$ cat src/sv/c_syntax_highlight_classifier_top_assert.svh
// Assertion macros shared by the RTL of the syntax highlight classifier.
`ifndef C_SYNTAX_HIGHLIGHT_CLASSIFIER_TOP_ASSERT_SVH
`define C_SYNTAX_HIGHLIGHT_CLASSIFIER_TOP_ASSERT_SVH

// The consequent must hold in the same cycle as the antecedent.
`define CSHL_ASSERT_SAME(label, clk, rst, ante, cons) \
   label: assert property (@(posedge clk) disable iff (rst) (ante) |-> (cons)) \
      else $error("classifier check failed");

// The consequent must hold in the cycle after the antecedent.
`define CSHL_ASSERT_NEXT(label, clk, rst, ante, cons) \
   label: assert property (@(posedge clk) disable iff (rst) (ante) |=> (cons)) \
      else $error("classifier check failed");

`endif

$ cat src/sv/cshl_pkg.sv
// ----------------------------------------------------------------------------
// cshl_pkg
// Types, constants and the symbol lookup of the syntax highlight classifier.
// ----------------------------------------------------------------------------
`default_nettype none

package cshl_pkg;

   typedef enum logic [2:0] {
      CL_PLAIN  = 3'd0,
      CL_BLOCK  = 3'd1,
      CL_LINE   = 3'd2,
      CL_DSTR   = 3'd3,
      CL_SSTR   = 3'd4,
      CL_DIGIT  = 3'd5,
      CL_SYMBOL = 3'd6
   } class_type;

   localparam int unsigned CharWidth  = 8;
   localparam int unsigned ClassWidth = 3;
   localparam int unsigned ReqDataWidth = 2 * CharWidth;
   localparam int unsigned RspDataWidth = 8;

   localparam logic [CharWidth-1:0] ChSlash     = 8'h2F;
   localparam logic [CharWidth-1:0] ChStar      = 8'h2A;
   localparam logic [CharWidth-1:0] ChDquote    = 8'h22;
   localparam logic [CharWidth-1:0] ChSquote    = 8'h27;
   localparam logic [CharWidth-1:0] ChBackslash = 8'h5C;
   localparam logic [CharWidth-1:0] ChNewline   = 8'h0A;
   localparam logic [CharWidth-1:0] ChZero      = 8'h30;
   localparam logic [CharWidth-1:0] ChNine      = 8'h39;

   // Punctuation set; the pound sign appears as its two UTF-8 bytes.
   function automatic logic is_punct_char(input logic [CharWidth-1:0] c);
      logic hit;
      hit = 1'b0;
      case (c) inside
         8'h7B, 8'h7D, 8'h5B, 8'h5D, 8'h28, 8'h29, 8'h21, 8'h27,
         8'hC2, 8'hA3, 8'h24, 8'h25, 8'h5E, 8'h26, 8'h2A, 8'h2D,
         8'h2B, 8'h3D, 8'h3A, 8'h3B, 8'h40, 8'h7E, 8'h23, 8'h3C,
         8'h3E, 8'h2C, 8'h2E, 8'h3F, 8'h2F, 8'h5C, 8'h7C: hit = 1'b1;
         default: hit = 1'b0;
      endcase
      return hit;
   endfunction

endpackage

`default_nettype wire

$ cat src/sv/c_syntax_highlight_classifier_top.sv
// ----------------------------------------------------------------------------
// c_syntax_highlight_classifier_top
// Classifies a stream of C source bytes into highlight classes.
// ----------------------------------------------------------------------------
// Usage:
//   Each transaction on the req_ channel carries one text byte and the byte
//   that follows it as lookahead; req_tuser marks a restart, which returns
//   the lexer to plain mode before that byte is handled. Each request gives
//   exactly one rsp_ transaction holding the byte's class (plain, block
//   comment, line comment, double string, single string, digit or symbol).
//   A request is first captured in the input register; the classification
//   and lexer state update then happen as the item moves into the result
//   register, which drives rsp_tvalid. Throughput is one byte per cycle
//   while rsp_tready is high; the lexer state update is a single level
//   of decode between the two registers.
//   Reset clears both registers' valid flags and puts the lexer in plain
//   mode with no pending skip. When the receiver holds rsp_tready low, the
//   result register holds, the input register fills, and req_tready drops
//   until the result is taken.
// ----------------------------------------------------------------------------
`default_nettype none

module c_syntax_highlight_classifier_top (
   input  wire logic                                clock,
   input  wire logic                                reset,
   input  wire logic                                req_tvalid,
   output logic                                     req_tready,
   input  wire logic [cshl_pkg::ReqDataWidth-1:0]   req_tdata,  // cur_char, next_char
   input  wire logic                                req_tuser,  // restart
   output logic                                     rsp_tvalid,
   input  wire logic                                rsp_tready,
   output logic [cshl_pkg::RspDataWidth-1:0]        rsp_tdata   // char_class, zero pad
);
   import cshl_pkg::*;

   `include "c_syntax_highlight_classifier_top_assert.svh"

   // Input register.
   logic                 in_valid_ff, in_valid_in;
   logic [CharWidth-1:0] cur_ff, cur_in;
   logic [CharWidth-1:0] nxt_ff, nxt_in;
   logic                 restart_ff, restart_in;

   // Result register.
   logic                 out_valid_ff, out_valid_in;
   class_type            out_class_ff, out_class_in;

   // Lexer state.
   class_type            mode_ff, mode_in;
   logic                 skip_ff, skip_in;
   class_type            last_ff, last_in;

   logic      advance;
   class_type mode_eff;
   logic      skip_eff;
   class_type last_eff;

   assign advance    = in_valid_ff && (!out_valid_ff || rsp_tready);
   assign req_tready = !in_valid_ff || advance;
   assign rsp_tvalid = out_valid_ff;
   assign rsp_tdata  = {{(RspDataWidth-ClassWidth){1'b0}}, out_class_ff};

   always_comb begin
      in_valid_in = in_valid_ff;
      cur_in      = cur_ff;
      nxt_in      = nxt_ff;
      restart_in  = restart_ff;
      if (req_tvalid && req_tready) begin
         in_valid_in = 1'b1;
         cur_in      = req_tdata[CharWidth-1:0];
         nxt_in      = req_tdata[2*CharWidth-1:CharWidth];
         restart_in  = req_tuser;
      end else if (advance) begin
         in_valid_in = 1'b0;
      end
   end

   always_comb begin
      mode_eff = restart_ff ? CL_PLAIN : mode_ff;
      skip_eff = restart_ff ? 1'b0     : skip_ff;
      last_eff = restart_ff ? CL_PLAIN : last_ff;

      mode_in      = mode_ff;
      skip_in      = skip_ff;
      last_in      = last_ff;
      out_class_in = out_class_ff;
      out_valid_in = out_valid_ff;

      if (out_valid_ff && rsp_tready) begin
         out_valid_in = 1'b0;
      end

      if (advance) begin
         out_valid_in = 1'b1;
         mode_in      = mode_eff;
         skip_in      = 1'b0;
         last_in      = last_eff;
         if (skip_eff) begin
            // The byte after a two-character token or an escape repeats.
            out_class_in = last_eff;
         end else begin
            last_in = mode_eff;
            unique case (mode_eff) inside
               CL_PLAIN: begin
                  if (cur_ff == ChSlash && nxt_ff == ChStar) begin
                     skip_in = 1'b1; mode_in = CL_BLOCK;
                     last_in = CL_BLOCK; out_class_in = CL_BLOCK;
                  end else if (cur_ff == ChSlash && nxt_ff == ChSlash) begin
                     skip_in = 1'b1; mode_in = CL_LINE;
                     last_in = CL_LINE; out_class_in = CL_LINE;
                  end else if (cur_ff == ChDquote) begin
                     mode_in = CL_DSTR; out_class_in = CL_DSTR;
                  end else if (cur_ff == ChSquote) begin
                     mode_in = CL_SSTR; out_class_in = CL_SSTR;
                  end else if (cur_ff >= ChZero && cur_ff <= ChNine) begin
                     last_in = CL_DIGIT; out_class_in = CL_DIGIT;
                  end else if (is_punct_char(cur_ff)) begin
                     last_in = CL_SYMBOL; out_class_in = CL_SYMBOL;
                  end else begin
                     out_class_in = CL_PLAIN;
                  end
               end
               CL_BLOCK: begin
                  if (cur_ff == ChStar && nxt_ff == ChSlash) begin
                     skip_in = 1'b1; mode_in = CL_PLAIN;
                  end
                  out_class_in = CL_BLOCK;
               end
               CL_LINE: begin
                  if (cur_ff == ChNewline) begin
                     mode_in = CL_PLAIN; out_class_in = CL_PLAIN;
                  end else begin
                     out_class_in = CL_LINE;
                  end
               end
               CL_DSTR, CL_SSTR: begin
                  if (cur_ff == ChBackslash) begin
                     skip_in = 1'b1;
                  end else if ((mode_eff == CL_DSTR && cur_ff == ChDquote) ||
                               (mode_eff == CL_SSTR && cur_ff == ChSquote)) begin
                     mode_in = CL_PLAIN;
                  end
                  out_class_in = mode_eff;
               end
               default: begin
                  mode_in = CL_PLAIN; last_in = CL_PLAIN; out_class_in = CL_PLAIN;
               end
            endcase
         end
      end
   end

   always_ff @(posedge clock) begin
      if (reset) begin
         in_valid_ff  <= 1'b0;
         out_valid_ff <= 1'b0;
         mode_ff      <= CL_PLAIN;
         skip_ff      <= 1'b0;
         last_ff      <= CL_PLAIN;
      end else begin
         in_valid_ff  <= in_valid_in;
         out_valid_ff <= out_valid_in;
         mode_ff      <= mode_in;
         skip_ff      <= skip_in;
         last_ff      <= last_in;
      end
   end

   always_ff @(posedge clock) begin
      cur_ff       <= cur_in;
      nxt_ff       <= nxt_in;
      restart_ff   <= restart_in;
      out_class_ff <= out_class_in;
   end

   // A skip consumes exactly one byte unless a restart drops it first.
   `CSHL_ASSERT_NEXT(a_skip_one_byte, clock, reset, advance && skip_ff && !restart_ff, !skip_ff)
   // A held result is not lost while the receiver stalls.
   `CSHL_ASSERT_NEXT(a_rsp_held, clock, reset, out_valid_ff && !rsp_tready, out_valid_ff)
   // A skip in plain mode only follows a block comment closer.
   `CSHL_ASSERT_SAME(a_plain_skip, clock, reset,
                     skip_ff && mode_ff == CL_PLAIN, last_ff == CL_BLOCK)
   // A skip in line comment mode only follows the line comment opener.
   `CSHL_ASSERT_SAME(a_line_skip, clock, reset,
                     skip_ff && mode_ff == CL_LINE, last_ff == CL_LINE)

endmodule

`default_nettype wire
$ cat config.mk
export PLATFORM = sky130hd
export DESIGN_NAME = c_syntax_highlight_classifier_top
export DESIGN_NICKNAME = d
export VERILOG_FILES = /design/src/sv/cshl_pkg.sv /design/src/sv/c_syntax_highlight_classifier_top.sv
export VERILOG_INCLUDE_DIRS = /design/src /design/src/sv
export SDC_FILE = /design/constraint.sdc
export NUM_CORES = 1
export LEC_CHECK = 0
export BUFFER_PORTS_ARGS = -buffer_cell sky130_fd_sc_hd__buf_2
export CAP_MARGIN = 30
export CORE_ASPECT_RATIO = 0.75
export CORE_MARGIN = 4
export CORE_UTILIZATION = 40
export DETAILED_ROUTE_END_ITERATION = 7
export RECOVER_POWER = 100
export SYNTH_ARGS = -nofsm -noshare
export SYNTH_HDL_FRONTEND = slang
export SYNTH_SLANG_ARGS = --single-unit
$ cat constraint.sdc
create_clock -name clock -period 2.3 [get_ports clock]
set_clock_uncertainty 0.15 [all_clocks]
set_input_delay 0 -clock clock [delete_from_list [all_inputs] [get_ports clock]]
set_output_delay 0 -clock clock [all_outputs]
set_load 0.05 [all_outputs]
**Yosys cells after proc, flatten, opt, wreduce, memory -nomap -nowiden**

Cells that the tools add are included.

- $lt $le $gt $ge: 2
- Equal/unequal tests: 39
- Multiplexer cells: 49
- Reduce and logical (&&, ||, !) cells: 20

Operator list:

| kind | number |
|---|---|
| 8-bit by 6-bit == test with 1-bit output, second input constant | 23 |
| 3-bit two-way mux | 25 |
| 8-bit by 7-bit == test with 1-bit output, second input constant | 9 |
| 31-bit OR reduction | 1 |
| 3-bit one-hot mux with 4 select lines | 2 |
| 1-bit two-way mux | 19 |
| 8-bit == test, second input constant | 2 |
| 1-bit logical AND | 9 |
| 8-bit by 4-bit == test with 1-bit output, second input constant | 1 |
| 8-bit by 6-bit >= comparator with 1-bit output, second input constant | 1 |
| 8-bit by 6-bit less-or-equal comparator with 1-bit output, second input constant | 1 |
| 3-bit by 2-bit == test with 1-bit output, second input constant | 2 |
| 3-bit one-hot mux with 2 select lines | 1 |
| 2-bit nonzero test | 2 |
| 4-bit OR reduction | 1 |
| 3-bit by 1-bit == test with 1-bit output, second input constant | 1 |
| 3-bit == test, second input constant | 1 |
| 3-bit zero test | 1 |
| 1-bit logical OR | 3 |
| 1-bit one-hot mux with 3 select lines | 1 |
| 1-bit zero test | 2 |
| 2-bit two-way mux | 1 |
| 2-bit OR reduction | 1 |

- Flip-flop bits (word level): 29
- Output and inout port bits: 10
- Word-level logic and storage cells: 119

**Longest topological paths before layout**

Gate-level depths: netlist of the first run.

- Depth in word-level cells: 19
- Gate-level depth with buffers: 7
- Mapped depth without buffers: 6

**Worst setup path before layout of the first run**

Ideal clock, no wire load.

- Path kind: flip-flop to flip-flop
- From: register out_valid_ff, in the netlist rsp_tvalid
- To: register cur_ff[0] (enable)
- Setup time: 0.324 ns
- Arrival time: 1.702 ns
- Data required time: 1.826 ns
- Path slack: 0.124 ns
- Cell stages (with the launch flop): 4
- Path buffers: 0
- Cells stage by stage: dfxtp_1 nor2b_1 nand2_1 and2_1

- Cells in the longest elaborated chain, start to end: 5

RTL lines:

| item | RTL line | RTL |
|---|---|---|
| start, declared | c_syntax_highlight_classifier_top.sv:45 | `logic out_valid_ff, out_valid_in;` |
| start signal, assigned | c_syntax_highlight_classifier_top.sv:162 | `out_valid_ff <= out_valid_in;` |
| 1-bit zero test | c_syntax_highlight_classifier_top.sv:58 | `assign advance = in_valid_ff && (!out_valid_ff \|\| rsp_tready);` |
| 1-bit logical OR | c_syntax_highlight_classifier_top.sv:58 |  |
| 1-bit logical AND | c_syntax_highlight_classifier_top.sv:58 |  |
| 1-bit logical OR | c_syntax_highlight_classifier_top.sv:59 | `assign req_tready = !in_valid_ff \|\| advance;` |
| via req_tready | c_syntax_highlight_classifier_top.sv:27 | `output logic req_tready,` |
| 1-bit logical AND | c_syntax_highlight_classifier_top.sv:68 | `if (req_tvalid && req_tready) begin` |
| end signal, assigned | c_syntax_highlight_classifier_top.sv:170 | `cur_ff <= cur_in;` |
| end, declared | c_syntax_highlight_classifier_top.sv:40 | `logic [CharWidth-1:0] cur_ff, cur_in;` |

The timed path passes the listed nets, and every way through them passes these cells.
A chain may end at the register's enable or synchronous reset.

**Worst setup path in the final report of the first run**

- From: register cur_ff[6]
- To: register mode_ff[0]

- Cells in the longest elaborated chain, start to end: 7
- Elaborated cells on any way between the ends: 22
- Classes of those cells: 6 x eq/ne; 10 x mux; 6 x reduce/logical

RTL lines:

| item | RTL line | RTL |
|---|---|---|
| 8-bit by 6-bit == test with 1-bit output (on tied branches) | -- |  |
| 3-bit two-way mux (tied with other cells) | c_syntax_highlight_classifier_top.sv:113 | `end else if (cur_ff == ChSquote) begin` |
| 3-bit two-way mux or 1-bit logical OR (tied branches) | c_syntax_highlight_classifier_top.sv:111, c_syntax_highlight_classifier_top.sv:139 |  |
| 3-bit two-way mux (on tied branches) | c_syntax_highlight_classifier_top.sv:108, c_syntax_highlight_classifier_top.sv:139 |  |
| 3-bit two-way mux (on tied branches) | c_syntax_highlight_classifier_top.sv:105, c_syntax_highlight_classifier_top.sv:137 |  |
| 3-bit one-hot mux with 4 select lines * | c_syntax_highlight_classifier_top.sv:103 | `unique case (mode_eff) inside` |
| 3-bit two-way mux * | c_syntax_highlight_classifier_top.sv:98 | `if (skip_eff) begin` |
| end signal, assigned | c_syntax_highlight_classifier_top.sv:163 | `mode_ff <= mode_in;` |
| end, declared | c_syntax_highlight_classifier_top.sv:49 | `class_type mode_ff, mode_in;` |

Mark *: on every way between the ends. The rest lies on a longest branch, timed or not.

==> flow_summary.ini, run 1 <==
[placed_design]
place.detailed.hpwl_um = 3090
globalplace.congestion = 0.818
buffer_ports.inserted = 25
placement.cell_area_sq_um = 2000

[worst_setup_path]
buffering_stage_count_on_the_worst_path_with_inverters_included = 1
endpoint_kind = register
cpMaxStageDelayCell = sky130_fd_sc_hd__edfxtp_1
critical_path_arrival_ns = 2.23
critical_setup_path_kind = reg2reg
crit_path_cell_trace = nor4b_4, buf_4, a41oi_1, o21ai_0, o31ai_1, a41o_1
stage_delay_of_the_slowest_cell_on_the_critical_path_ns = 0.52
highest_fanout_seen_on_the_critical_path = 8
start_kind = register
cp_top_family = compound AO/OA/AOI/OAI gates
req_time_crit_path_ns = 2.32

[floorplanning]
die_area_sq_um = 5720
core_region_area_sq_um = 4230
die_height_um = 66.5
num_rows = 20
fp.dieW_um = 86.0
floorplan.initialDensity_pct = 43.2
ios = 31

[detailed_routing]
via_per_inst = 5.48
dr_total_vias = 1610
route.detailed.drc = 0
postRouteAntennaNets = 0
drtPass1Iterations = 4
routed_wirelength_um = 4360
detailedRoute.firstIterationViolations = 145
route.detailed.wl_per_inst_um = 14.8

[synth]
postSynth.topFlopCell = sky130_fd_sc_hd__edfxtp_1
yosys_register_bits = 29
synth_cell_types = 70
yosys-top-cells-count = sky130_fd_sc_hd__edfxtp_1, sky130_fd_sc_hd__nor2_1, sky130_fd_sc_hd__nand2_1, sky130_fd_sc_hd__dfxtp_1, sky130_fd_sc_hd__inv_1
synthTopCellsByArea = sky130_fd_sc_hd__edfxtp_1, sky130_fd_sc_hd__dfxtp_1, sky130_fd_sc_hd__nor2_1, sky130_fd_sc_hd__buf_4, sky130_fd_sc_hd__nand2_1
synth_edf_count = 20
ys_warn_count = 0
mean_syn_cell_area_sq_um = 10.1
yosys.area.top_type = sky130_fd_sc_hd__edfxtp_1
netlist_area_sq_um = 1830
post_synth_inst_count = 181
yosys.area.top_type_share_pct = 32.9
synth_sequential_area_ratio_pct = 42.7
async_set_reset_flop_share_out_of_synthesis_pct = 0

[layout]
finalNetCount = 259
layout.filler_cells = 361
postLayoutCellArea_sq_um = 2340
multiInputGateArea_sq_um = 908
syn2layout_area_growth_pct = 28.0
n_antenna_cell = 0
post_route_cells_drive_above_1_share_pct = 21.8
area_of_all_sequential_standard_cells_sq_um = 781

[min_path]
min-delay-path-class = in2reg

[clock_network]
max_h_tree_level = 2
clock_tree.buffer_depth = 2
cts_tree = done
clock-root-buffer = sky130_fd_sc_hd__clkbuf_8
clock_insertion_delay_worst_skew_ns = 0.28
clock_sinks = 29
numCtsBuffers = 5
clock_pin_slew_on_the_worst_setup_and_hold_paths_ns = 0.07

[global_route]
number_of_global_route_vias_before_repair = 1569
antenna_found_initial = 0
grt_remaining_overflow = 0
grt_util_all_layers_pct = 16.7
global_route_wire_length_before_repair_um = 7390
grt_max_degree = 18

[sta]
timing_worst_slew_pin_value_ns = 0.868
fin_setup_tns_ns = 0
finalMaxSlewViolations = 0
max-slew-margin-rel_pct = 42.2
post-route-min-period_ns = 2.21
rsz_0062_raised_after_global_routing = no
setup_violations = 0
timing_hold_violations_final = 0
min_period_over_period_pct = 96.2
fmax_mhz = 452
hold_slack_ns = 0.276

[pwr]
cellLeakagePower_nw = 0.865
irDropWorstVdd_v = 0.000350
power.density_nw_per_um2 = 561

[run_status]
status = finished clean

[job]
drv_cap = 0
## cells in the final DEF, fill, tap and decap left out, types with 5 or more instances in the layout
cell type                        n
sky130_fd_sc_hd__a21oi_1         5
sky130_fd_sc_hd__buf_4          11
sky130_fd_sc_hd__dlygate4sd3_1  23
sky130_fd_sc_hd__o21ai_0         5
sky130_fd_sc_hd__nor3_1          5
sky130_fd_sc_hd__conb_1          5
sky130_fd_sc_hd__buf_2          18
sky130_fd_sc_hd__nor2_1         20
sky130_fd_sc_hd__nor4_1          5
sky130_fd_sc_hd__dfxtp_1         9
sky130_fd_sc_hd__edfxtp_1       20
sky130_fd_sc_hd__clkbuf_8        5
sky130_fd_sc_hd__nand2_1        12
sky130_fd_sc_hd__clkbuf_1        9
sky130_fd_sc_hd__inv_1           9
## worst register-to-register path, delay by kind of cell, from the launching register on
family / cells / cell delay (ns)
AOI/OAI and AO/OA: 4 / 0.89
buffers and inverters: 1 / 0.20
DFF: 1 / 0.52
and+or+nand+nor: 1 / 0.35
## power by group
| group | internal (mW) | switching (mW) | total [mW] |
|---|---|---|---|
| Clock | 0.318 | 0.195 | 0.513 |
| Sequential | 0.588 | 0.0280 | 0.615 |
| Combinational | 0.0801 | 0.103 | 0.183 |
| Total | 0.986 | 0.325 | 1.31 |
## per-stage QoR
| stage | power, mW | std cells | setup WS, ns | utilization [%] |
|---|---|---|---|---|
| after floorplan | 0.741 | 185 | 0.124 | - |
| after global placement | 0.772 | 261 | 0.156 | 47.2 |
| after detailed placement | 0.777 | 261 | 0.0775 | 47.2 |
| after CTS | 1.31 | 292 | 0.0600 | 55.2 |
| after global routing | 1.37 | 294 | 0.00196 | 55.3 |
| final | 1.31 | 294 | 0.0867 | 55.3 |
## worst paths after layout
kind / slack, ns / from / endpoint / cells past startpoint
hold / removal: 0.28 / req_tuser / restart_ff$_DFFE_PP_ / 2
hold reg to reg: 0.33 / last_ff[2]$_SDFFE_PP0P_ / last_ff[2]$_SDFFE_PP0P_ / 2
setup reg to reg: 0.09 / cur_ff[6]$_DFFE_PP_ / mode_ff[0]$_SDFFE_PP0P_ / 6
setup / recovery: 0.09 / cur_ff[6]$_DFFE_PP_ / mode_ff[0]$_SDFFE_PP0P_ / 6
## layout make-up
| class | count | share of cell area [%] |
|---|---|---|
| clock buffer | 5 | 2.94 |
| inverter | 9 | 1.44 |
| clock inverter | 3 | 1.77 |
| tap | 55 | 2.94 |
| sequential | 29 | 33.4 |
| multi-input combinational | 132 | 38.8 |
| timing repair buffer | 61 | 18.7 |
## kinds of logic after synthesis
logic type	after synthesis	share of synthesized area [%]
compound gates	47	20.4
xor+xnor	3	1.44
buf+inv	24	8.56
flops	29	42.7
mux	2	1.16
other cells	1	0.205
simple gates	75	25.5
## repair_timing
item / in CTS / in global routing
resized for setup: 0 / 1
endpoints found under the setup margin: 0 / 5
hold buffers: 23 / 0
setup buffers: 0 / 2
endpoints found under the hold margin: 24 / 0
## per-layer routing
metal | wire (um) | vias to the layer above | track usage [%]
li1 | - | 798 | -
met1 | 2040 | 754 | 22.3
met2 | 2040 | 52 | 27.3
met3 | 245 | 6 | 3.96
met4 | 42 | 0 | 4.15
met5 | 0 | - | 0
## registers in the layout, summed over array words and instances (netlist names)
name          count
cur_ff            8
mode_ff           3
last_ff           3
restart_ff        1
rsp_tvalid        1
in_valid_ff       1
skip_ff           1
out_class_ff      3
nxt_ff            8
No activity file was read; power rests on OpenSTA's default activity.
==> inputs of run 2 (changes only) <==
--- a/config.mk
+++ b/config.mk
@@ -11,8 +11,10 @@
 export CORE_ASPECT_RATIO = 0.75
 export CORE_MARGIN = 4
 export CORE_UTILIZATION = 40
+export CTS_CLUSTER_SIZE = 20
 export DETAILED_ROUTE_END_ITERATION = 7
 export RECOVER_POWER = 100
+export REMOVE_ABC_BUFFERS = 1
 export SYNTH_ARGS = -nofsm -noshare
 export SYNTH_HDL_FRONTEND = slang
 export SYNTH_SLANG_ARGS = --single-unit
==> flow_summary.ini, run 2 (synthesis results as in run 1) <==
[worst_setup_path]
cpMaxStageDelayCell = sky130_fd_sc_hd__or4_4
critical_path_arrival_ns = 2.10
cp_top_family = simple AND/OR/NAND/NOR gates
start_kind = register
buffering_stage_count_on_the_worst_path_with_inverters_included = 0
setup.reg_to_reg.worst_slack_ns = 0.07
highest_fanout_seen_on_the_critical_path = 5
critical_setup_path_kind = reg2reg
stage_delay_of_the_slowest_cell_on_the_critical_path_ns = 0.55
crit_path_cell_trace = nand2b_1, or4_4, o41ai_4, nand2_1, a21boi_2, a41oi_2
worst_r2r_endpoint = out_class_ff[1]$_DFFE_PP_
endpoint_kind = register
req_time_crit_path_ns = 2.17
reg2reg_start = nxt_ff[4]$_DFFE_PP_
worstRegToRegCells = 6

[job]
drv_cap = 0

[clock_network]
clock_sinks = 29
clock_tree.buffer_depth = 2
clock-root-buffer = sky130_fd_sc_hd__clkbuf_8
clock_pin_slew_on_the_worst_setup_and_hold_paths_ns = 0.06
clock_insertion_delay_worst_skew_ns = 0.28
max_h_tree_level = 2
cts_tree = done
numCtsBuffers = 5

[min_path]
hold_path.startpoint = rsp_tready
min-delay-path-class = in2reg
min_delay_path_depth = 4
hold_end = restart_ff$_DFFE_PP_

[detailed_routing]
dr_total_vias = 1630
drtPass1Iterations = 5
route.detailed.drc = 0
detailedRoute.firstIterationViolations = 122
route.detailed.wl_per_inst_um = 15.4
via_per_inst = 5.53
routed_wirelength_um = 4540
postRouteAntennaNets = 0

[global_route]
antenna_found_initial = 0
grt_remaining_overflow = 0
grt_util_all_layers_pct = 17.1
grt_max_degree = 17
global_route_wire_length_before_repair_um = 7550
number_of_global_route_vias_before_repair = 1576

[layout]
layout.filler_cells = 344
mostFrequentLayoutCell = sky130_fd_sc_hd__dlygate4sd3_1
finalNetCount = 260
multiInputGateArea_sq_um = 932
layout_common_cells = sky130_fd_sc_hd__dlygate4sd3_1, sky130_fd_sc_hd__nor2_1, sky130_fd_sc_hd__edfxtp_1, sky130_fd_sc_hd__buf_2, sky130_fd_sc_hd__nand2_1
reg_top3 = cur_ff (8), nxt_ff (8)
area_of_all_sequential_standard_cells_sq_um = 781
syn2layout_area_growth_pct = 29.5
post_route_cells_drive_above_1_share_pct = 25.0
n_antenna_cell = 0

[placed_design]
place.detailed.hpwl_um = 3050
buffer_ports.inserted = 25
globalplace.congestion = 0.891

[floorplanning]
fp.dieW_um = 86.0
die_area_sq_um = 5720
ios = 31
die_height_um = 66.5
num_rows = 20
core_region_area_sq_um = 4230
floorplan.initialDensity_pct = 43.2

[sta]
max-slew-margin-rel_pct = 58.5
setup_violations = 0
fmax_mhz = 448
fin_setup_tns_ns = 0
post-route-min-period_ns = 2.23
timing_worst_slew_pin_value_ns = 0.625
rsz_0062_raised_after_global_routing = no
timing_hold_violations_final = 0
finalMaxSlewViolations = 0
min_period_over_period_pct = 97.1

[pwr]
power.density_nw_per_um2 = 559
cellLeakagePower_nw = 0.874
power_mw = 1.32
irDropWorstVdd_v = 0.000319

[run_status]
status = finished clean
==> run 2: worst max path at each step <==
| stage | start | end | slack (ns) | cells past startpoint |
|---|---|---|---|---|
| after floorplan | cur_ff[4]$_DFFE_PP_ | out_class_ff[1]$_DFFE_PP_ | 0.12 | 6 |
| after global placement | cur_ff[2]$_DFFE_PP_ | last_ff[1]$_SDFFE_PP0P_ | 0.15 | 6 |
| after detailed placement | cur_ff[6]$_DFFE_PP_ | out_class_ff[1]$_DFFE_PP_ | 0.09 | 6 |
| after CTS | cur_ff[6]$_DFFE_PP_ | out_class_ff[1]$_DFFE_PP_ | 0.005 | 6 |
| after global routing | nxt_ff[4]$_DFFE_PP_ | out_class_ff[1]$_DFFE_PP_ | 0.003 | 6 |
| final | nxt_ff[4]$_DFFE_PP_ | out_class_ff[1]$_DFFE_PP_ | 0.07 | 6 |
==> run 2: where the power goes <==
part | leakage (nW) | switching, mW | internal, mW
sequential | 0.267 | 0.0284 | 0.587
combinational | 0.555 | 0.106 | 0.0822
clock | 0.0518 | 0.199 | 0.318
==> run 2: through the flow <==
stage | util (%) | hold slack [ns] | worst slack, ns | cell area (sq um) | std cells
3_3_place_gp | 47.0 | 0.0260 | 0.147 | 1990 | 260
6_report | 55.9 | 0.148 | 0.0664 | 2360 | 295
4_1_cts | 54.8 | 0.0982 | 0.00510 | 2320 | 290
2_1_floorplan | - | -0.0838 | 0.121 | 1720 | 170
3_5_place_dp | 47.0 | 0.0281 | 0.0867 | 1990 | 260
5_1_grt | 55.9 | 0.193 | 0.00275 | 2360 | 295
==> run 2: repair_timing <==
item / in CTS / in global routing
endpoints found under the hold margin: 26 / 0
resized for setup: 0 / 5
hold buffers: 22 / 0
buffers inserted: 0 / 5
endpoints found under the setup margin: 0 / 8
==> run 2: final cells by class <==
class | instances | area share [%]
well taps | 55 | 2.91
clock inverters | 3 | 1.75
inverters | 9 | 1.43
clock buffers | 5 | 2.91
flip-flops and latches | 29 | 33.0
repair buffers | 62 | 18.6
multi-input cells | 132 | 39.4
==> run 2: metal layers <==
metal	global-route usage (%)	vias up	wire [um]
met5	0	-	0
met3	5.19	7	301
li1	-	795	-
met1	22.2	755	2060
met2	27.2	73	2120
met4	5.93	0	53
==> run 2: tightest hold or removal path: stages <==
cell and delay [ns]:
sky130_fd_sc_hd__buf_2 0.08, sky130_fd_sc_hd__nor2b_1 0.07, sky130_fd_sc_hd__nand2_1 0.09, sky130_fd_sc_hd__and2_0 0.19
